### src/rtl/aesp_pkg.sv
// shared types and constants for the escape sequence / sgr parser
// no dependencies
package aesp_pkg;

  localparam int MaxParamsDef = 16;
  localparam int NumW = 16;
  localparam logic [7:0] EscByte = 8'h1B;
  localparam logic [7:0] BelByte = 8'h07;
  localparam logic [7:0] BasicLevel = 8'd170;
  localparam logic [7:0] CubeStep = 8'd51;
  localparam logic [7:0] CubeSide = 8'd6;
  localparam logic [7:0] CubePlane = 8'd36;
  localparam logic [7:0] GreyStep = 8'd11;
  localparam logic [7:0] GreyBase = 8'd232;
  localparam logic [23:0] FgResetVal = 24'hFFFFFF;
  localparam logic [23:0] BgResetVal = 24'h000000;

  localparam logic [0:0] CfgRegFg = 1'b0;
  localparam logic [0:0] CfgRegBg = 1'b1;

  localparam logic [1:0] EvText = 2'd0;
  localparam logic [1:0] EvClrLine = 2'd1;
  localparam logic [1:0] EvClrScreen = 2'd2;

  typedef enum logic [2:0] {
    MODE_TEXT, MODE_ESC, MODE_CSI, MODE_CSI_SKIP, MODE_STR, MODE_STR_ESC
  } mode_t;

  typedef enum logic [2:0] {
    ST_IDLE, ST_WALK, ST_EMIT0, ST_EMIT1
  } ctl_state_t;

  // walk sub-step for 38/48 decoding
  typedef enum logic [2:0] {
    WK_CODE, WK_SUB, WK_R, WK_G, WK_B, WK_IDX
  } walk_t;

  typedef struct packed {
    logic [7:0] char_code;
    logic       chunk_end;
  } in_word_t;

  typedef struct packed {
    logic [1:0]  event_kind;
    logic [7:0]  out_char;
    logic [23:0] fg_rgb;
    logic [23:0] bg_rgb;
    logic        bold_on;
    logic        last_of_run;
  } out_word_t;

  // controller to datapath
  typedef struct packed {
    logic parse;     // run byte parser on held word
    logic walk_step; // one sgr parameter step
    logic fin;       // chunk end revert
    logic emit0;
    logic emit1;
  } dp_cmd_t;

  // datapath to controller
  typedef struct packed {
    logic need_walk;
    logic walk_done;
    logic [1:0] n_res;
  } dp_sts_t;

  function automatic logic [23:0] basic_color(input logic [2:0] c, input logic [7:0] lvl);
    basic_color = {c[0] ? lvl : 8'd0, c[1] ? lvl : 8'd0, c[2] ? lvl : 8'd0};
  endfunction

  function automatic logic [7:0] clamp8(input logic [NumW-1:0] v);
    clamp8 = (v > 16'd255) ? 8'hFF : v[7:0];
  endfunction

  // 256-color palette entry (index < 256 guaranteed by caller)
  function automatic logic [23:0] pal256(input logic [7:0] x);
    logic [7:0] o, q36, rem, q6, bi, r, g, b, gr;
    o = x - 8'd16;
    // cube coordinates by compare against plane and side multiples
    q36 = 8'd0;
    for (int k = 1; k < 6; k++)
      if (o >= 8'(CubePlane * k)) q36 = 8'(k);
    rem = o - 8'(q36 * CubePlane);
    q6 = 8'd0;
    for (int k = 1; k < 6; k++)
      if (rem >= 8'(CubeSide * k)) q6 = 8'(k);
    bi = rem - 8'(q6 * CubeSide);
    r = 8'(q36 * CubeStep);
    g = 8'(q6 * CubeStep);
    b = 8'(bi * CubeStep);
    gr = 8'((x - GreyBase) * GreyStep);
    if (x < 8'd8) pal256 = basic_color(x[2:0], BasicLevel);
    else if (x < 8'd16) pal256 = basic_color(x[2:0], 8'd255);
    else if (x < GreyBase) pal256 = {r, g, b};
    else pal256 = {gr, gr, gr};
  endfunction

endpackage

### src/rtl/aesp_ram.sv
// generic single-port-write ram with registered read
// no dependencies
module aesp_ram #(
  parameter int Width = 16,
  parameter int Depth = 16
) (
  input  logic                     clk,
  input  logic                     we,
  input  logic [$clog2(Depth)-1:0] waddr,
  input  logic [Width-1:0]         wdata,
  input  logic [$clog2(Depth)-1:0] raddr,
  output logic [Width-1:0]         rdata
);
  logic [Width-1:0] mem [Depth];
  always_ff @(posedge clk) begin
    if (we) mem[waddr] <= wdata;
    rdata <= mem[raddr];
  end
endmodule

### src/rtl/aesp_ctrl.sv
// controller fsm: sequences parse, sgr walk and result emission
// depends on aesp_pkg
module aesp_ctrl (
  input  logic              clk,
  input  logic              rst_n,
  input  logic              in_valid,
  output logic              in_stall,
  output logic              out_valid,
  input  logic              out_stall,
  output aesp_pkg::dp_cmd_t cmd,
  input  aesp_pkg::dp_sts_t sts
);
  import aesp_pkg::*;

  ctl_state_t state_r, state_nxt;

  always_ff @(posedge clk) begin
    if (!rst_n) state_r <= ST_IDLE;
    else state_r <= state_nxt;
  end

  always_comb begin
    state_nxt = state_r;
    cmd = '0;
    in_stall = 1'b1;
    out_valid = 1'b0;
    case (state_r)
      ST_IDLE: begin
        in_stall = 1'b0;
        if (in_valid) begin
          cmd.parse = 1'b1;
          state_nxt = ST_WALK;
        end
      end
      ST_WALK: begin
        // parse result is registered; walk sgr list if one was applied
        if (sts.need_walk && !sts.walk_done) begin
          cmd.walk_step = 1'b1;
        end else if (sts.n_res != 2'd0) begin
          state_nxt = ST_EMIT0;
        end else begin
          cmd.fin = 1'b1;
          state_nxt = ST_IDLE;
        end
      end
      ST_EMIT0: begin
        out_valid = 1'b1;
        cmd.emit0 = 1'b1;
        if (!out_stall) begin
          if (sts.n_res == 2'd2) state_nxt = ST_EMIT1;
          else begin
            cmd.fin = 1'b1;
            state_nxt = ST_IDLE;
          end
        end
      end
      ST_EMIT1: begin
        out_valid = 1'b1;
        cmd.emit1 = 1'b1;
        if (!out_stall) begin
          cmd.fin = 1'b1;
          state_nxt = ST_IDLE;
        end
      end
      default: state_nxt = ST_IDLE;
    endcase
  end

  assert property (@(posedge clk) disable iff (!rst_n)
    out_valid |-> in_stall) else $error("input taken while emitting");
  assert property (@(posedge clk) disable iff (!rst_n)
    (state_r == ST_EMIT1) |-> (sts.n_res == 2'd2)) else $error("second word without cause");
  assert property (@(posedge clk) disable iff (!rst_n)
    cmd.parse |=> (state_r == ST_WALK)) else $error("parse not followed by walk");
endmodule

### src/rtl/aesp_dp.sv
// datapath: parser state, parameter store, sgr walk and result formatting
// depends on aesp_pkg and aesp_ram
module aesp_dp #(
  parameter int MaxParams = aesp_pkg::MaxParamsDef
) (
  input  logic               clk,
  input  logic               rst_n,
  input  aesp_pkg::in_word_t in_data,
  input  logic               cfg_we,
  input  logic               cfg_sel,
  input  logic [23:0]        cfg_data,
  input  aesp_pkg::dp_cmd_t  cmd,
  output aesp_pkg::dp_sts_t  sts,
  output aesp_pkg::out_word_t out_data
);
  import aesp_pkg::*;

  localparam int AW = $clog2(MaxParams);
  localparam int CW = AW + 1;

  logic [23:0] dflt_fg_r, dflt_bg_r;
  mode_t mode_r, mode_nxt;
  logic bel_r, bel_nxt;
  logic [NumW-1:0] acc_r, acc_nxt;
  logic pres_r, pres_nxt;
  logic [CW-1:0] cnt_r, cnt_nxt;
  logic [NumW-1:0] p0_r, p0_nxt; // copy of first parameter for clear events
  logic [23:0] fg_r, bg_r;
  logic bold_r;
  logic chunk_r;
  logic [1:0] nres_r, nres_nxt;
  logic [1:0] kind0_r, kind0_nxt;
  logic [7:0] ch0_r, ch0_nxt, ch1_r, ch1_nxt;
  logic sgr_r, sgr_nxt;

  // walk
  logic [CW-1:0] wi_r;
  walk_t wk_r;
  logic is_bg_r;
  logic [7:0] cr_r, cg_r;
  logic walk_done_r;

  logic ram_we;
  logic [AW-1:0] ram_waddr, ram_raddr;
  logic [NumW-1:0] ram_wdata, ram_rdata;

  aesp_ram #(.Width(NumW), .Depth(MaxParams)) u_ram (
    .clk(clk), .we(ram_we), .waddr(ram_waddr), .wdata(ram_wdata),
    .raddr(ram_raddr), .rdata(ram_rdata));

  logic [7:0] b;
  logic [NumW+3:0] prod;
  assign b = in_data.char_code;
  assign prod = acc_r * 4'd10 + {12'd0, b[3:0]};

  // byte parser
  always_comb begin
    logic push, csi_path;
    mode_nxt = mode_r; bel_nxt = bel_r; acc_nxt = acc_r; pres_nxt = pres_r;
    cnt_nxt = cnt_r; p0_nxt = p0_r; nres_nxt = 2'd0; kind0_nxt = EvText;
    ch0_nxt = b; ch1_nxt = b; sgr_nxt = 1'b0;
    push = 1'b0; csi_path = 1'b0;
    case (mode_r)
      MODE_TEXT: begin
        if (b == EscByte) mode_nxt = MODE_ESC;
        else nres_nxt = 2'd1;
      end
      MODE_ESC: begin
        mode_nxt = MODE_TEXT;
        if (b == "[") begin
          mode_nxt = MODE_CSI; cnt_nxt = '0; acc_nxt = '0; pres_nxt = 1'b0;
        end else if (b == "\\" || b == "N" || b == "O") begin
        end else if (b == "]" || b == "P" || b == "X" || b == "^" || b == "_") begin
          mode_nxt = MODE_STR; bel_nxt = (b == "]");
        end else begin
          ch0_nxt = EscByte;
          if (b == EscByte) begin
            mode_nxt = MODE_ESC; nres_nxt = 2'd1;
          end else nres_nxt = 2'd2;
        end
      end
      MODE_CSI, MODE_CSI_SKIP: csi_path = 1'b1;
      MODE_STR_ESC: begin
        if (b == "\\") begin
          mode_nxt = MODE_TEXT; bel_nxt = 1'b0;
        end else if (b == EscByte) mode_nxt = MODE_STR_ESC;
        else if (b == BelByte && bel_r) begin
          mode_nxt = MODE_TEXT; bel_nxt = 1'b0;
        end else mode_nxt = MODE_STR;
      end
      default: begin
        if (b == EscByte) mode_nxt = MODE_STR_ESC;
        else if (b == BelByte && bel_r) begin
          mode_nxt = MODE_TEXT; bel_nxt = 1'b0;
        end else mode_nxt = MODE_STR;
      end
    endcase
    if (csi_path) begin
      if (b == EscByte) mode_nxt = MODE_ESC;
      else if (b < 8'h20 || b >= 8'h7F) mode_nxt = MODE_TEXT;
      else if (b >= 8'h40) begin
        mode_nxt = MODE_TEXT;
        if (mode_r != MODE_CSI_SKIP) begin
          push = pres_r || (cnt_r != '0);
          if (b == "m") sgr_nxt = 1'b1;
          else if ((b == "K" || b == "J") && (cnt_r + CW'(push)) == CW'(1)
                   && (cnt_r == '0 ? (pres_r ? acc_r : '0) : p0_r) == NumW'(2)) begin
            nres_nxt = 2'd1; ch0_nxt = 8'd0;
            kind0_nxt = (b == "K") ? EvClrLine : EvClrScreen;
          end
        end
      end else if (mode_r == MODE_CSI_SKIP) begin
      end else if (b >= "0" && b <= "9") begin
        acc_nxt = (prod > 20'd65535) ? 16'hFFFF : prod[NumW-1:0];
        pres_nxt = 1'b1;
      end else if (b == ";") push = 1'b1;
      else mode_nxt = MODE_CSI_SKIP;
    end
    ram_we = 1'b0;
    ram_waddr = cnt_r[AW-1:0];
    ram_wdata = pres_r ? acc_r : '0;
    if (push) begin
      if (cnt_r < CW'(MaxParams)) begin
        ram_we = cmd.parse;
        cnt_nxt = cnt_r + 1'b1;
        if (cnt_r == '0) p0_nxt = ram_wdata;
      end
      acc_nxt = '0; pres_nxt = 1'b0;
    end
  end

  // walk: one parameter read per cycle, read data arrives in the following cycle
  logic [CW-1:0] wi_nxt;
  assign ram_raddr = wi_r[AW-1:0];
  logic rd_ok_r;

  always_ff @(posedge clk) begin
    if (!rst_n) begin
      dflt_fg_r <= FgResetVal; dflt_bg_r <= BgResetVal;
      mode_r <= MODE_TEXT; bel_r <= 1'b0; acc_r <= '0; pres_r <= 1'b0; cnt_r <= '0;
      fg_r <= FgResetVal; bg_r <= BgResetVal; bold_r <= 1'b0;
      sgr_r <= 1'b0; nres_r <= 2'd0; walk_done_r <= 1'b1; rd_ok_r <= 1'b0;
      wi_r <= '0; wk_r <= WK_CODE;
    end else begin
      if (cfg_we) begin
        if (cfg_sel == CfgRegFg) dflt_fg_r <= cfg_data;
        else dflt_bg_r <= cfg_data;
      end
      if (cmd.parse) begin
        mode_r <= mode_nxt; bel_r <= bel_nxt; acc_r <= acc_nxt; pres_r <= pres_nxt;
        cnt_r <= cnt_nxt; p0_r <= p0_nxt; nres_r <= nres_nxt; kind0_r <= kind0_nxt;
        ch0_r <= ch0_nxt; ch1_r <= ch1_nxt; sgr_r <= sgr_nxt; chunk_r <= in_data.chunk_end;
        wi_r <= '0; wk_r <= WK_CODE; rd_ok_r <= 1'b0;
        walk_done_r <= 1'b0;
        if (sgr_nxt && cnt_nxt == '0) begin
          fg_r <= dflt_fg_r; bg_r <= dflt_bg_r; bold_r <= 1'b0;
          walk_done_r <= 1'b1;
        end
      end
      if (cmd.walk_step) begin
        if (!rd_ok_r) begin
          // first cycle: address 0 is presented, data valid next
          rd_ok_r <= 1'b1;
          wi_r <= wi_r + 1'b1;
        end else begin
          logic [NumW-1:0] c;
          c = ram_rdata;
          wi_r <= wi_r + 1'b1;
          case (wk_r)
            WK_CODE: begin
              if (c >= 16'd30 && c <= 16'd37) fg_r <= basic_color(c[2:0] - 3'd6, BasicLevel);
              else if (c >= 16'd40 && c <= 16'd47) bg_r <= basic_color(c[2:0], BasicLevel);
              else if (c == 16'd0) begin
                fg_r <= dflt_fg_r; bg_r <= dflt_bg_r; bold_r <= 1'b0;
              end else if (c == 16'd1) bold_r <= 1'b1;
              else if (c == 16'd39) fg_r <= dflt_fg_r;
              else if (c == 16'd49) bg_r <= dflt_bg_r;
              else if (c == 16'd38 || c == 16'd48) begin
                wk_r <= WK_SUB; is_bg_r <= (c == 16'd48);
              end
            end
            WK_SUB: begin
              if (c == 16'd2) wk_r <= WK_R;
              else if (c == 16'd5) wk_r <= WK_IDX;
              else wk_r <= WK_CODE;
            end
            WK_R: begin cr_r <= clamp8(c); wk_r <= WK_G; end
            WK_G: begin cg_r <= clamp8(c); wk_r <= WK_B; end
            WK_B: begin
              if (is_bg_r) bg_r <= {cr_r, cg_r, clamp8(c)};
              else fg_r <= {cr_r, cg_r, clamp8(c)};
              wk_r <= WK_CODE;
            end
            WK_IDX: begin
              if (c < 16'd256) begin
                if (is_bg_r) bg_r <= pal256(c[7:0]);
                else fg_r <= pal256(c[7:0]);
              end
              wk_r <= WK_CODE;
            end
            default: wk_r <= WK_CODE;
          endcase
          // truncated 38/48 lists simply run off the end
          if (wi_r == cnt_r) walk_done_r <= 1'b1;
        end
      end
      if (cmd.fin && chunk_r) begin
        fg_r <= dflt_fg_r; bg_r <= dflt_bg_r; bold_r <= 1'b0;
      end
    end
  end
  assign wi_nxt = wi_r;

  assign sts.need_walk = sgr_r;
  assign sts.walk_done = walk_done_r || (cnt_r == '0) || (wi_nxt > cnt_r);
  assign sts.n_res = nres_r;

  always_comb begin
    out_data.event_kind = cmd.emit1 ? EvText : kind0_r;
    out_data.out_char = cmd.emit1 ? ch1_r : ch0_r;
    out_data.fg_rgb = fg_r;
    out_data.bg_rgb = bg_r;
    out_data.bold_on = bold_r;
    out_data.last_of_run = cmd.emit1 || (nres_r == 2'd1);
  end

  assert property (@(posedge clk) disable iff (!rst_n)
    cnt_r <= CW'(MaxParams)) else $error("parameter count overflow");
  assert property (@(posedge clk) disable iff (!rst_n)
    (nres_r == 2'd2) |-> (kind0_r == EvText && ch0_r == EscByte))
    else $error("two results without stray escape");
  assert property (@(posedge clk) disable iff (!rst_n)
    cmd.walk_step |-> sgr_r) else $error("walk without sgr");
endmodule

### src/rtl/ansi_escape_sgr_parser_top.sv
// ansi escape stripper with sgr color tracking, top level
// depends on aesp_pkg, aesp_ctrl, aesp_dp, aesp_ram
//
// input channel: one terminal byte plus chunk_end flag per word, valid/stall.
// output channel: text or clear events with the current colors and bold,
// valid/stall; last_of_run marks the final word caused by one input byte.
// a byte yields zero, one or two output words (stray escape gives two).
// sequence: accept and parse the byte, then an sgr final byte walks the stored
// parameter list at one entry per cycle, then each output word is presented
// in turn. each plain text byte passes the idle, walk and emit states.
// one byte is in flight at a time; in_stall is high until its words are taken.
// out_stall holds the presented word unchanged until taken.
// reset (rst_n low, synchronous) returns to text mode, colors to the
// register defaults (white on black), bold off; no clearing pass is needed.
// cfg writes (index 0 foreground, 1 background) are always ready and only
// change the defaults, not the current colors.
module ansi_escape_sgr_parser_top #(
  parameter int MaxParams = aesp_pkg::MaxParamsDef
) (
  input  logic                clk,
  input  logic                rst_n,
  input  logic                in_valid,
  output logic                in_stall,
  input  aesp_pkg::in_word_t  in_data,
  output logic                out_valid,
  input  logic                out_stall,
  output aesp_pkg::out_word_t out_data,
  input  logic                cfg_valid,
  output logic                cfg_ready,
  input  logic [0:0]          cfg_index,
  input  logic [23:0]         cfg_data
);
  import aesp_pkg::*;

  dp_cmd_t cmd;
  dp_sts_t sts;

  assign cfg_ready = 1'b1;

  aesp_ctrl u_ctrl (
    .clk(clk), .rst_n(rst_n), .in_valid(in_valid), .in_stall(in_stall),
    .out_valid(out_valid), .out_stall(out_stall), .cmd(cmd), .sts(sts));

  aesp_dp #(.MaxParams(MaxParams)) u_dp (
    .clk(clk), .rst_n(rst_n), .in_data(in_data),
    .cfg_we(cfg_valid && cfg_ready), .cfg_sel(cfg_index), .cfg_data(cfg_data),
    .cmd(cmd), .sts(sts), .out_data(out_data));
endmodule

### config.mk
export PLATFORM = sky130hd
export DESIGN_NAME = ansi_escape_sgr_parser_top
export DESIGN_NICKNAME = d
export VERILOG_FILES = /design/src/rtl/aesp_pkg.sv /design/src/rtl/aesp_ram.sv /design/src/rtl/aesp_ctrl.sv /design/src/rtl/aesp_dp.sv /design/src/rtl/ansi_escape_sgr_parser_top.sv
export SDC_FILE = /design/constraint.sdc
export NUM_CORES = 1
export LEC_CHECK = 0
export ABC_AREA = 0
export BUFFER_PORTS_ARGS = -buffer_cell sky130_fd_sc_hd__clkbuf_2
export CELL_PAD_IN_SITES_DETAIL_PLACEMENT = 1
export CELL_PAD_IN_SITES_GLOBAL_PLACEMENT = 1
export CORE_MARGIN = 2
export CORE_UTILIZATION = 38
export CTS_BUF_LIST = sky130_fd_sc_hd__clkbuf_8
export CTS_CLUSTER_SIZE = 25
export DETAILED_ROUTE_END_ITERATION = 7
export PLACE_DENSITY_LB_ADDON = 0.1
export SLEW_MARGIN = 30
export SYNTH_ARGS = -nofsm -noshare
export SYNTH_HDL_FRONTEND = slang
export SYNTH_SLANG_ARGS = --single-unit
### constraint.sdc
create_clock -name clk -period 7.9 [get_ports clk]
set_clock_uncertainty 0.1 [all_clocks]
set_input_delay 0.395 -clock clk [delete_from_list [all_inputs] [get_ports clk]]
set_output_delay 0.395 -clock clk [all_outputs]
set_load 0.005 [all_outputs]
Word level (Yosys, flattened, before mapping)
Memories as Yosys holds them, arrays and structs flattened. A register that Yosys moved wholly into a read port is not among the register bits.
Cells that the tools add are included.
- reductions and logical operators: 46
- multiply operators: 12
- equality and inequality tests: 47
- add/sub/neg operators: 11
- order comparisons: 32
- bitwise operators: 13
- multiplexer cells: 230
- shifts and indexed selects: 0
- divide/modulo/power cells: 0
- operator list (kind ; number):
    two-way mux 24 bit ; 33
    two-way mux 8 bit ; 46
    two-way mux 16 bit ; 12
    one-hot mux 24 bit (3 select lines) ; 2
    two-way mux 3 bit ; 36
    == test 8 x 7 -> 1 bit, second input constant ; 12
    two-way mux 1 bit ; 68
    == test 16 x 6 -> 1 bit, second input constant ; 4
    >= comparator 8 x 5 -> 1 bit, second input constant ; 6
    multiplier 8 x 6 -> 8 bit, second input constant ; 6
    two-way mux 2 bit ; 21
    one-hot mux 3 bit (4 select lines) ; 3
    == test 16 x 2 -> 1 bit, second input constant ; 2
    >= comparator 8 x 7 -> 1 bit, second input constant ; 4
    <= comparator 16 x 6 -> 1 bit, second input constant ; 2
    subtractor 8 bit ; 4
    two-way mux 5 bit ; 6
    adder 20 x 4 -> 20 bit ; 1
    > comparator 20 x 16 -> 1 bit, second input constant ; 1
    multiplier 16 x 3 -> 19 bit, second input constant ; 1
    == test 3 x 2 -> 1 bit, second input constant ; 6
    == test 16 x 1 -> 1 bit, second input constant ; 1
    == test 16 x 3 -> 1 bit, second input constant ; 1
    >= comparator 16 x 5 -> 1 bit, second input constant ; 1
    52 further kinds ; 112
- flip-flop bits (word level): 191
- bits of input ports: 39
- output and inout port bits: 63
- word-level logic and storage cells: 417
- bits in writable memories: 256
- memories kept: 1
- bits in read-only memories: 0
- bits in latches: 0
- memories (memory ; depth ; bits a word ; read ports ; clocked after memory_dff ; wr ports ; line ; source):
    u_dp.u_ram.mem ; 16 ; 16 ; 1 ; 1 ; 1 ; aesp_ram.sv:14 ; logic [Width-1:0] mem [Depth];

Longest topological paths before layout
Gate-level depths: netlist of the first run.
- word-level depth: 39
- depth in mapped cells: 39
- mapped depth without buffers: 38

Cells and area by module
From an unflattened synthesis of the first run, not the netlist that was laid out.
- cell total of the unflattened synthesis: 2350
- area total of the unflattened synthesis: 24961.4 sq um
- by module, submodules not included (module ; sequential area each (sq um) ; area each (sq um) ; times used ; cells each):
    aesp_dp ; 4284.1 ; 14691.6 ; 1 ; 1891
    aesp_ram ; 8007.7 ; 10042.1 ; 1 ; 432
    aesp_ctrl ; 40.0 ; 216.5 ; 1 ; 25
    ansi_escape_sgr_parser_top ; 0.0 ; 11.3 ; 1 ; 2

Worst setup path after synthesis of the first run
No wires, ideal clock.
- kind: register -> register
- from: register u_dp.u_ram.rdata[0] (read register of u_dp.u_ram.mem)
- to: register u_dp.bg_r[7]
- setup slack: -0.258 ns
- data required time: 7.678 ns
- buffers on the path: 1
- arrival: 7.936 ns
- period minus slack after synthesis: 8.158 ns
- stages on the path, launching flop included: 38
- setup time: 0.122 ns
- path through: dfxtp_1 -> clkbuf_1 -> inv_1 -> ha_1 -> nand4b_1 -> a21boi_0 -> a21oi_1 -> o21ai_0 -> o31ai_1 -> ha_1 -> fa_1 -> nor2b_1 -> o21a_1 -> or3_1 -> a21o_1 -> nor4_1 -> ha_1 -> fa_1 -> (+2 left out) -> a21oi_1 -> nor2b_1 -> nand3_1 -> o21ai_0 -> a21oi_1 -> o22ai_1 -> xnor2_1 -> fa_1 -> fa_1 -> inv_1 -> ha_1 -> a21oi_1 -> xnor2_1 -> xnor3_1 -> or4_1 -> nand3_1 -> nor2_1 -> o311a_1
- cells in the longest elaborated chain, start to end: 39
- elaborated cells between the ends (all ways): 72
- classes of those cells: add/sub: 4; mul: 4; order compare: 19; eq/ne: 3; mux: 39; reduce/logical: 3
- RTL lines (what ; line ; source):
    from (decl) ; aesp_ram.sv:12 ; output logic [Width-1:0] rdata
    subtractor 8 x 5 -> 8 bit ; aesp_pkg.sv:79 ; o = x - 8'd16;
    >= comparator 8 x 6 -> 1 bit ; aesp_pkg.sv:83 ; if (o >= 8'(CubePlane * k)) q36 = 8'(k);
    two-way mux 1 bit ; aesp_pkg.sv:83 ;
    two-way mux 2 bit (2 in a row) ; aesp_pkg.sv:83 ;
    two-way mux 3 bit (2 in a row) ; aesp_pkg.sv:83 ;
    two-way mux 8 bit ; aesp_dp.sv:196 ; if (is_bg_r) bg_r <= pal256(c[7:0]);
    two-way mux 8 bit ; aesp_dp.sv:195 ; if (c < 16'd256) begin
    two-way mux 8 bit ; aesp_dp.sv:169 ; case (wk_r)
    (+21 left out) ; - ;
    two-way mux 24 bit ; aesp_pkg.sv:94 ; else if (x < 8'd16) pal256 = basic_color(x[2:0], 8'd255);
    two-way mux 24 bit ; aesp_pkg.sv:93 ; if (x < 8'd8) pal256 = basic_color(x[2:0], BasicLevel);
    two-way mux 24 bit ; aesp_dp.sv:196 ;
    two-way mux 24 bit ; aesp_dp.sv:195 ;
    one-hot mux 24 bit (3 select lines) (*) ; aesp_dp.sv:169 ;
    two-way mux 24 bit (*) ; aesp_dp.sv:161 ; if (!rd_ok_r) begin
    two-way mux 24 bit (*) ; aesp_dp.sv:160 ; if (cmd.walk_step) begin
    two-way mux 24 bit (*) ; aesp_dp.sv:207 ; if (cmd.fin && chunk_r) begin
    to (signal assigned) ; aesp_dp.sv:172 ; else if (c >= 16'd40 && c <= 16'd47) bg_r <= basic_color(c[2:0], BasicLevel);
    to (signal assigned) ; aesp_dp.sv:177 ; else if (c == 16'd49) bg_r <= dflt_bg_r;
    to (signal assigned) ; aesp_dp.sv:190 ; if (is_bg_r) bg_r <= {cr_r, cg_r, clamp8(c)};
    to (decl) ; aesp_dp.sv:28 ; logic [23:0] fg_r, bg_r;
Every way passes the cells marked *; elsewhere a longest branch is shown, timed or not. The select of a mux whose other input is x is not followed.
A chain may end at the register's enable or synchronous reset.

Worst setup path in the final report of the first run
- from: register u_dp.u_ram.rdata[4] (read register of u_dp.u_ram.mem)
- to: register u_dp.bg_r[7]
The elaborated chain is that of the path after synthesis.

==> flow_summary.yaml, run 1 <==
sta:
  max_freq_mhz: 126.0
  whs_ns: 0.06336
  drv_slew: 0
  setup_violations: 1
  slew_headroom_pct: 33.06
  rsz0062_at_grt: "true"
  setup_slack_ns: -0.03634
  hold_viol_final: 0
  period_needed_ns: 7.936
  tns_ns: -0.03634
  finalCritPeriodShare_pct: 100.5
  tightest_slew_ns: 1.004
finish:
  postLayoutCellArea_sq_um: 28790
  final_common_cell: "edfxtp_1"
  drive_above_1_share_pct: 21.47
  layout_common_cells: "308 x edfxtp_1, 269 x nand2_1, 175 x a21oi_1"
  layout.nets: 2619
  area_growth_pct: 17.64
synth:
  yosys.cell_types.count: 96
  synth_top_cell_area_share_pct: 37.79
  synth_seq_area_share_pct: 50.39
  synth.area.top_cells: "edfxtp_1 38%, dfxtp_1 13%, mux4_2 7.5%"
  ys.flop_type: "edfxtp_1"
  synth_edf_count: 308
  syn_nets: 2408
  synth_area_sq_um: 24470
  synth_top_cell_by_area: "edfxtp_1"
  ys_warn_count: 0
  syn_inst: 2252
  synth-seq-cells: 462
  syn_avg_cell_area_sq_um: 10.87
  async_flop_share_pct: 0
worst_hold_path:
  whs_endpoint: "u_dp.ch1_r[1]$_DFFE_PP_"
  hold_depth: 1
  hold_start: "in_data[2]"
  hp-class: "primary input to flip-flop"
power:
  power.density_nw_per_um2: 170.9
  peakVddDrop_v: 0.0001488
  p_leak_nw: 11.24
  power_mw: 4.920
route:
  wl_um: 81360
  firstDrtPassIters: 6
  drtAntennaViolNets: 0
  drt_iter0_drc: 1330
  num_vias: 19590
  wire_per_inst_um: 24.06
  drc: 0
  vias_per_cell: 5.792
floorplanning:
  dieArea_sq_um: 66450
  start_util_pct: 38.17
  core-area_sq_um: 64120
  rows: 93
  die_h_um: 257.8
  io_pins: 102
  fp.dieW_um: 257.8
critical_path:
  crit_path_end_kind: "flip-flop"
  path_depth: 37
  worst-path-buf-inv: 5
  cp_common_cell: "ha_4"
  r2r-start: "u_dp.u_ram.rdata[4]$_DFF_P_"
  r2r_cells: 37
  reg2reg_to: "u_dp.bg_r[7]$_SDFF_PN0_"
  path_max_fanout: 6
  r2r_slack_ns: -0.04
  slowest_delay_ns: 0.55
  worstSetupPathType: "flip-flop to flip-flop"
  cp.arrival_ns: 8.38
  crit_slowest_cell: "fa_1"
  path_delay_family: "adder cells"
  required_ns: 8.34
  crit_path_start_kind: "flip-flop"
placed_design:
  dpl-instance-area_sq_um: 26330
  gp_congestion: 0.8869
  portBuffers: 100
  dp_hpwl_um: 54930
clocking:
  insertion_delay_ns: 0.67
  clockBufferDepth: 3
  htree_levels: 3
  clk_pin_slew_ns: 0.06
  cts-root-buf: "clkbuf_8"
  cts_tree: "built"
  clock-sinks: 462
  cts_made_buffers: 82
grt:
  grt_max_degree: 69
  grt_pass1_wl_um: 124400
  grt.total_usage_pct: 24.28
  grt_pass1_vias: 20770
  gr-total-overflow: 0
  antenna_found_initial: 1
status:
  violations: "negative setup slack"
  status: "complete, but fails checks"
job:
  max_cap_violations: 0
-- worst max-delay path by stage --
stage,start,to,slack [ns]
global placement,u_dp.u_ram.rdata[4]$_DFF_P_,u_dp.fg_r[7]$_SDFF_PN1_,-0.29
finish,u_dp.u_ram.rdata[4]$_DFF_P_,u_dp.bg_r[7]$_SDFF_PN0_,-0.04
CTS,u_dp.u_ram.rdata[4]$_DFF_P_,u_dp.fg_r[7]$_SDFF_PN1_,0.009
floorplan,u_dp.u_ram.rdata[3]$_DFF_P_,u_dp.bg_r[7]$_SDFF_PN0_,0.004
detailed placement,u_dp.u_ram.rdata[5]$_DFF_P_,u_dp.fg_r[7]$_SDFF_PN1_,-0.60
global route,u_dp.u_ram.rdata[4]$_DFF_P_,u_dp.bg_r[7]$_SDFF_PN0_,-0.38
-- synthesized netlist by cell type, types with 10 or more instances --
| cell type | n |
|---|---|
| a211oi_1 | 22 |
| a21o_1 | 17 |
| a21oi_1 | 179 |
| a221oi_1 | 13 |
| a22oi_1 | 12 |
| a31oi_1 | 42 |
| and2_1 | 25 |
| and3_1 | 16 |
| buf_2 | 15 |
| clkbuf_1 | 107 |
| dfxtp_1 | 154 |
| edfxtp_1 | 308 |
| fa_1 | 15 |
| ha_1 | 102 |
| inv_1 | 75 |
| mux2i_1 | 13 |
| mux4_2 | 81 |
| nand2_1 | 271 |
| nand2b_1 | 14 |
| nand3_1 | 75 |
| nand4_1 | 15 |
| nor2_1 | 143 |
| nor2b_1 | 18 |
| nor3_1 | 41 |
| nor3b_1 | 10 |
| nor4_1 | 14 |
| o2111ai_1 | 10 |
| o211ai_1 | 13 |
| o21a_1 | 22 |
| o21ai_0 | 155 |
| o221ai_1 | 13 |
| o22ai_1 | 13 |
| or3_1 | 18 |
| xnor2_1 | 22 |
| xor2_1 | 18 |
-- layer usage --
layer	GRT usage, %	vias to the layer above	part of all wire (%)
met5	0	-	0
met4	9.184	0	3.4
met3	3.327	150	4.0
met2	42.83	503	51
met1	30.21	9999	42
li1	-	8938	-
-- worst register-to-register path: cells and delay by family, from the launching register on --
kind / cells / cell delay [ns]
compound gates: 11 / 1.83
flops: 1 / 0.37
fa+ha+maj: 9 / 2.91
simple gates: 7 / 1.16
buf+inv: 5 / 0.44
xor+xnor: 5 / 1.02
-- sequential cells by signal (all words and copies together) (netlist names), 16 cells and up --
signal            cells
u_dp.dflt_bg_r       24
u_dp.fg_r            24
u_dp.u_ram.mem      256
u_dp.acc_r           16
u_dp.p0_r            16
u_dp.u_ram.rdata     16
u_dp.dflt_fg_r       24
u_dp.bg_r            24
-- where the power goes --
group	switching (mW)	internal, mW	total [mW]
clock	1.04	1.08	2.12
combinational	0.110	0.0722	0.182
sequential	0.0371	2.58	2.62
total	1.18	3.74	4.92
-- cells by family after synthesis --
group	after synthesis	share of synthesized area [%]
simple gates	700	13.53
compound gates	611	15.88
flops	462	50.39
buf+inv	215	3.666
fa+ha+maj	117	6.442
mux	104	8.462
xor+xnor	42	1.616
other cells	1	0.01532
-- metrics by stage --
stage	setup slack [ns]	util, %	instances
floorplan	0.004351	-	2252
global placement	-0.2946	41.04	3171
detailed placement	-0.5986	41.06	3171
CTS	0.009488	44.40	3370
global route	-0.3758	44.90	3382
finish	-0.03634	44.90	3382
-- what timing repair did --
item / CTS / global route
endpoints found under the setup margin: 6 / 6
pin swaps: 23 / 43
resized for setup: 28 / 48
hold endpoints to repair: 57 / 0
hold buffers: 33 / 0
buffers inserted: 20 / 9
-- area by class of cell --
class / count / area (sq um)
well taps: 855 / 1070
clock inverters: 57 / 310.3
diodes: 2 / 5.005
clock buffers: 89 / 1225
multi-input cells: 1575 / 11680
flip-flops and latches: 462 / 12340
repair buffers: 267 / 1872
inverters: 75 / 284.0
fillers: 7008 / 35330
Power figures use the tool's default switching activity.
==> run 2, diff against run 1 <==
Settings changed: CTS_BUF_LIST sky130_fd_sc_hd__clkbuf_8 to unset.
==> flow_summary.yaml, run 2 (synthesis gave the netlist of run 1 again) <==
finish:
  utilization_pct: 45.28
  regMostFlops: "u_dp.u_ram.mem"
  final_common_cell: "edfxtp_1"
  largest_reg_flops: 256
  n_antenna_cell: 0
  layout_common_cells: "308 x edfxtp_1, 269 x nand2_1, 176 x a21oi_1"
  drive_above_1_share_pct: 21.37
  layout.nets: 2595
  area_growth_pct: 18.64
floorplanning:
  start_util_pct: 38.17
  die_h_um: 257.8
  io_pins: 102
  core-area_sq_um: 64120
  rows: 93
  dieArea_sq_um: 66450
  fp.dieW_um: 257.8
clocking:
  clockBufferDepth: 3
  clk_pin_slew_ns: 0.07
  insertion_delay_ns: 0.65
  cts_tree: "built"
  cts-root-buf: "clkbuf_16"
  htree_levels: 2
  cts_made_buffers: 52
  clock-sinks: 462
route:
  vias_per_cell: 5.809
  wl_um: 80900
  route.met2.wl_um: 41150
  top_layer: "met4"
  dr_wl_met3_um: 2973
  drtAntennaViolNets: 0
  met1_length_um: 33960
  firstDrtPassIters: 5
  drc: 0
  drt_iter0_drc: 1439
  num_vias: 19370
  wire_per_inst_um: 24.26
placed_design:
  dp_hpwl_um: 54930
  portBuffers: 100
  dp_slack_ns: -0.5986
  gp_congestion: 0.8869
grt:
  grt_pass1_wl_um: 124200
  grt.total_usage_pct: 24.14
  gr-total-overflow: 0
  grt_max_degree: 69
  antenna_found_initial: 0
  grt_pass1_vias: 20510
job:
  max_cap_violations: 0
sta:
  hold_viol_final: 0
  max_freq_mhz: 126.0
  rsz0062_at_grt: "true"
  tns_ns: -0.03689
  setup_violations: 1
  setup_slack_ns: -0.03689
  slew_headroom_pct: 32.80
  drv_slew: 0
  finalCritPeriodShare_pct: 100.5
  tightest_slew_ns: 1.008
  period_needed_ns: 7.937
critical_path:
  slowest_delay_ns: 0.55
  path_max_fanout: 4
  path_delay_family: "buffers and inverters"
  cp.arrival_ns: 8.33
  worst-path-buf-inv: 21
  required_ns: 8.29
  crit_slowest_cell: "fa_1"
  worstSetupPathType: "flip-flop to flip-flop"
  cp_common_cell: "buf_4"
  crit_path_end_kind: "flip-flop"
  crit_path_start_kind: "flip-flop"
status:
  violations: "negative setup slack"
  status: "complete, but fails checks"
worst_hold_path:
  hp-class: "primary input to flip-flop"
power:
  p_leak_nw: 11.21
  power.density_nw_per_um2: 181.5
  peakVddDrop_v: 0.0001696
-- run 2: path summary, 6_finish.rpt --
kind | startpoint | to | slack, ns | cells past startpoint
setup / recovery | u_dp.u_ram.rdata[5]$_DFF_P_ | u_dp.bg_r[7]$_SDFF_PN0_ | -0.04 | 44
hold / removal | out_stall | u_ctrl.state_r[0]$_SDFFE_PN0P_ | 0.06 | 4
setup reg to reg | u_dp.u_ram.rdata[5]$_DFF_P_ | u_dp.bg_r[7]$_SDFF_PN0_ | -0.04 | 44
hold reg to reg | u_dp.wi_nxt[4]$_SDFFE_PN0P_ | u_dp.wi_nxt[4]$_SDFFE_PN0P_ | 0.40 | 2
-- run 2: layer usage --
layer	GRT usage (%)	vias to the layer above
met1	30.56	9890
met2	42.63	457
met4	8.879	0
met3	2.581	142
met5	0	-
li1	-	8883
-- run 2: tightest hold or removal path: cells and delay by family --
family / cells / cell delay [ns]
buffers and inverters: 1 / 0.10
AOI/OAI and AO/OA: 2 / 0.15
and+or+nand+nor: 1 / 0.07
-- run 2: cell type report --
type                    count  area [sq um]
clock inverters            33         381.6
multi-input cells        1575         11700
repair buffers            273          1883
well taps                 855          1070
flip-flops and latches    462         12340
inverters                  75         284.0
clock buffers              62          1369
fillers                  6920         35080
-- run 2: through the flow --
stage	hold slack (ns)	total power, mW	instance area (sq um)	cells
after global routing	0.06289	5.437	29030	3335
final	0.05828	5.270	29030	3335
after global placement	0.3805	2.834	26310	3171
after CTS	0.03001	5.328	28750	3330
after detailed placement	0.3794	2.839	26330	3171
after floorplan	0.3464	2.757	24490	2252
-- run 2: where the power goes --
part	total (mW)	leakage, nW	switching (mW)	internal (mW)
Combinational	0.179	5.74	0.109	0.0699
Clock	2.47	0.853	1.03	1.44
Sequential	2.62	4.61	0.0368	2.58
Total	5.27	11.2	1.18	4.09
-- run 2: timing repair --
item | CTS | global route
hold endpoints to repair | 50 | 0
gates resized for setup | 29 | 51
pin swaps | 27 | 35
endpoints found under the setup margin | 6 | 6
buffers inserted | 38 | 5
hold buffers | 26 | 0
==> run 3, diff against run 2 <==
Settings changed: CORE_UTILIZATION 38 to 45.
==> flow_summary.yaml, run 3 (synthesis gave the netlist of run 1 again) <==
clocking:
  clk_pin_slew_ns: 0.06
  cts_tree: "built"
  htree_levels: 2
  clockBufferDepth: 3
  insertion_delay_ns: 0.63
  cts_made_buffers: 51
  cts-root-buf: "clkbuf_16"
  clock-sinks: 462
floorplanning:
  start_util_pct: 45.48
  core-area_sq_um: 53810
  dieArea_sq_um: 56260
  io_pins: 102
  fp.dieW_um: 237.2
  rows: 85
  die_h_um: 237.2
route:
  vias_per_cell: 6.159
  num_vias: 19470
  drtAntennaViolNets: 0
  drt_iter0_drc: 1475
  drc: 0
  wire_per_inst_um: 25.10
  wl_um: 79340
  firstDrtPassIters: 5
placed_design:
  gp_congestion: 0.8893
  portBuffers: 100
  place_inst: 3016
  dp_hpwl_um: 53550
  dp_slack_ns: -0.7487
  dpl-instance-area_sq_um: 26150
sta:
  tns_ns: 0
  tightest_slew_ns: 0.9924
  max_freq_mhz: 126.8
  hold_viol_final: 0
  setup_slack_ns: 0.01414
  setup_violations: 0
  period_needed_ns: 7.886
  drv_slew: 0
  rsz0062_at_grt: "true"
  slew_headroom_pct: 33.40
  finalCritPeriodShare_pct: 99.82
critical_path:
  worst-path-buf-inv: 7
  crit_slowest_cell: "fa_1"
  required_ns: 8.29
  worstSetupPathType: "flip-flop to flip-flop"
  slowest_delay_ns: 0.54
  path_max_fanout: 5
  cp.arrival_ns: 8.27
  path_delay_family: "adder cells"
  crit_path_start_kind: "flip-flop"
  crit_path_end_kind: "flip-flop"
grt:
  grt_pass1_wl_um: 122600
  grt_pass1_vias: 20680
  gr-total-overflow: 0
  grt.total_usage_pct: 28.19
  antenna_found_initial: 0
  grt_max_degree: 74
status:
  status: "completed"
finish:
  area_growth_pct: 17.89
  final_common_cell: "edfxtp_1"
  drive_above_1_share_pct: 21.34
  layout_common_cells: "308 x edfxtp_1, 269 x nand2_1, 174 x a21oi_1"
  layout.nets: 2578
  fillers: 5778
  regMostFlops: "u_dp.u_ram.mem"
  n_antenna_cell: 0
  fin_cells: 3161
  largest_reg_flops: 256
  postLayoutCellArea_sq_um: 28850
power:
  power_mw: 5.339
  power.density_nw_per_um2: 185.1
  p_leak_nw: 11.17
  peakVddDrop_v: 0.0001890
job:
  max_cap_violations: 0
worst_hold_path:
  hp-class: "primary input to flip-flop"
==> run 3: cell count changes in the layout (fill, tap and decap cells not counted), moves of 3 or more <==
cell | previous run | this run
buf_4 | 142 | 124
clkinv_1 | 13 | 5
clkbuf_1 | 7 | 11
clkbuf_8 | 3 | 7
ha_4 | 6 | 10
inv_2 | 7 | 11
clkinvlp_4 | 0 | 3
inv_1 | 67 | 64
==> run 3: final timing paths <==
check | start | endpoint | slack, ns | cells after the start
max | u_dp.u_ram.rdata[4]$_DFF_P_ | u_dp.bg_r[7]$_SDFF_PN0_ | 0.01 | 38
max reg2reg | u_dp.u_ram.rdata[4]$_DFF_P_ | u_dp.bg_r[7]$_SDFF_PN0_ | 0.01 | 38
min reg2reg | u_dp.dflt_fg_r[3]$_SDFFE_PN1P_ | u_dp.dflt_fg_r[3]$_SDFFE_PN1P_ | 0.41 | 2
min | out_stall | u_ctrl.state_r[0]$_SDFFE_PN0P_ | 0.04 | 4
==> run 3: layer usage <==
metal,share of wire [%],global-route usage (%),up-vias
met5,0,0,-
met3,4.4,3.228,187
li1,-,-,8829
met4,4.8,13.23,0
met2,51,49.57,584
met1,40,34.74,9870
==> run 3: layout make-up <==
class | count | area (sq um) | area share (%)
clock buffer | 69 | 1414 | 4.900
clock inverter | 27 | 396.6 | 1.375
multi-input combinational | 1575 | 11760 | 40.77
sequential | 462 | 12340 | 42.77
tap | 696 | 870.8 | 3.018
timing repair buffer | 257 | 1787 | 6.193
inverter | 75 | 281.5 | 0.9758
==> run 3: where the power goes <==
| group | leakage, nW | internal (mW) | switching (mW) |
|---|---|---|---|
| clock network | 0.871 | 1.50 | 1.04 |
| logic | 5.69 | 0.0700 | 0.108 |
| registers | 4.61 | 2.58 | 0.0368 |
| total | 11.2 | 4.15 | 1.19 |
==> run 3: repair_timing <==
item,in CTS,in global routing
setup endpoints to repair,6,6
hold buffers,26,0
resized for setup,42,46
pin swaps,30,47
endpoints found under the hold margin,50,0
cloned,0,0
setup buffers,16,9
==> run 3: stage by stage <==
| step | hold slack (ns) | utilization (%) |
|---|---|---|
| 4_1_cts | 0.01496 | 53.00 |
| 6_report | 0.04112 | 53.61 |
| 2_1_floorplan | 0.3464 | - |
| 3_3_place_gp | 0.3750 | 48.57 |
| 5_1_grt | 0.03930 | 53.61 |
| 3_5_place_dp | 0.3995 | 48.59 |
==> run 3: worst min-delay path, stage by stage <==
cell and delay (ns):
clkbuf_2 0.10, o21ai_0 0.08, nand2_1 0.07, a21oi_1 0.05
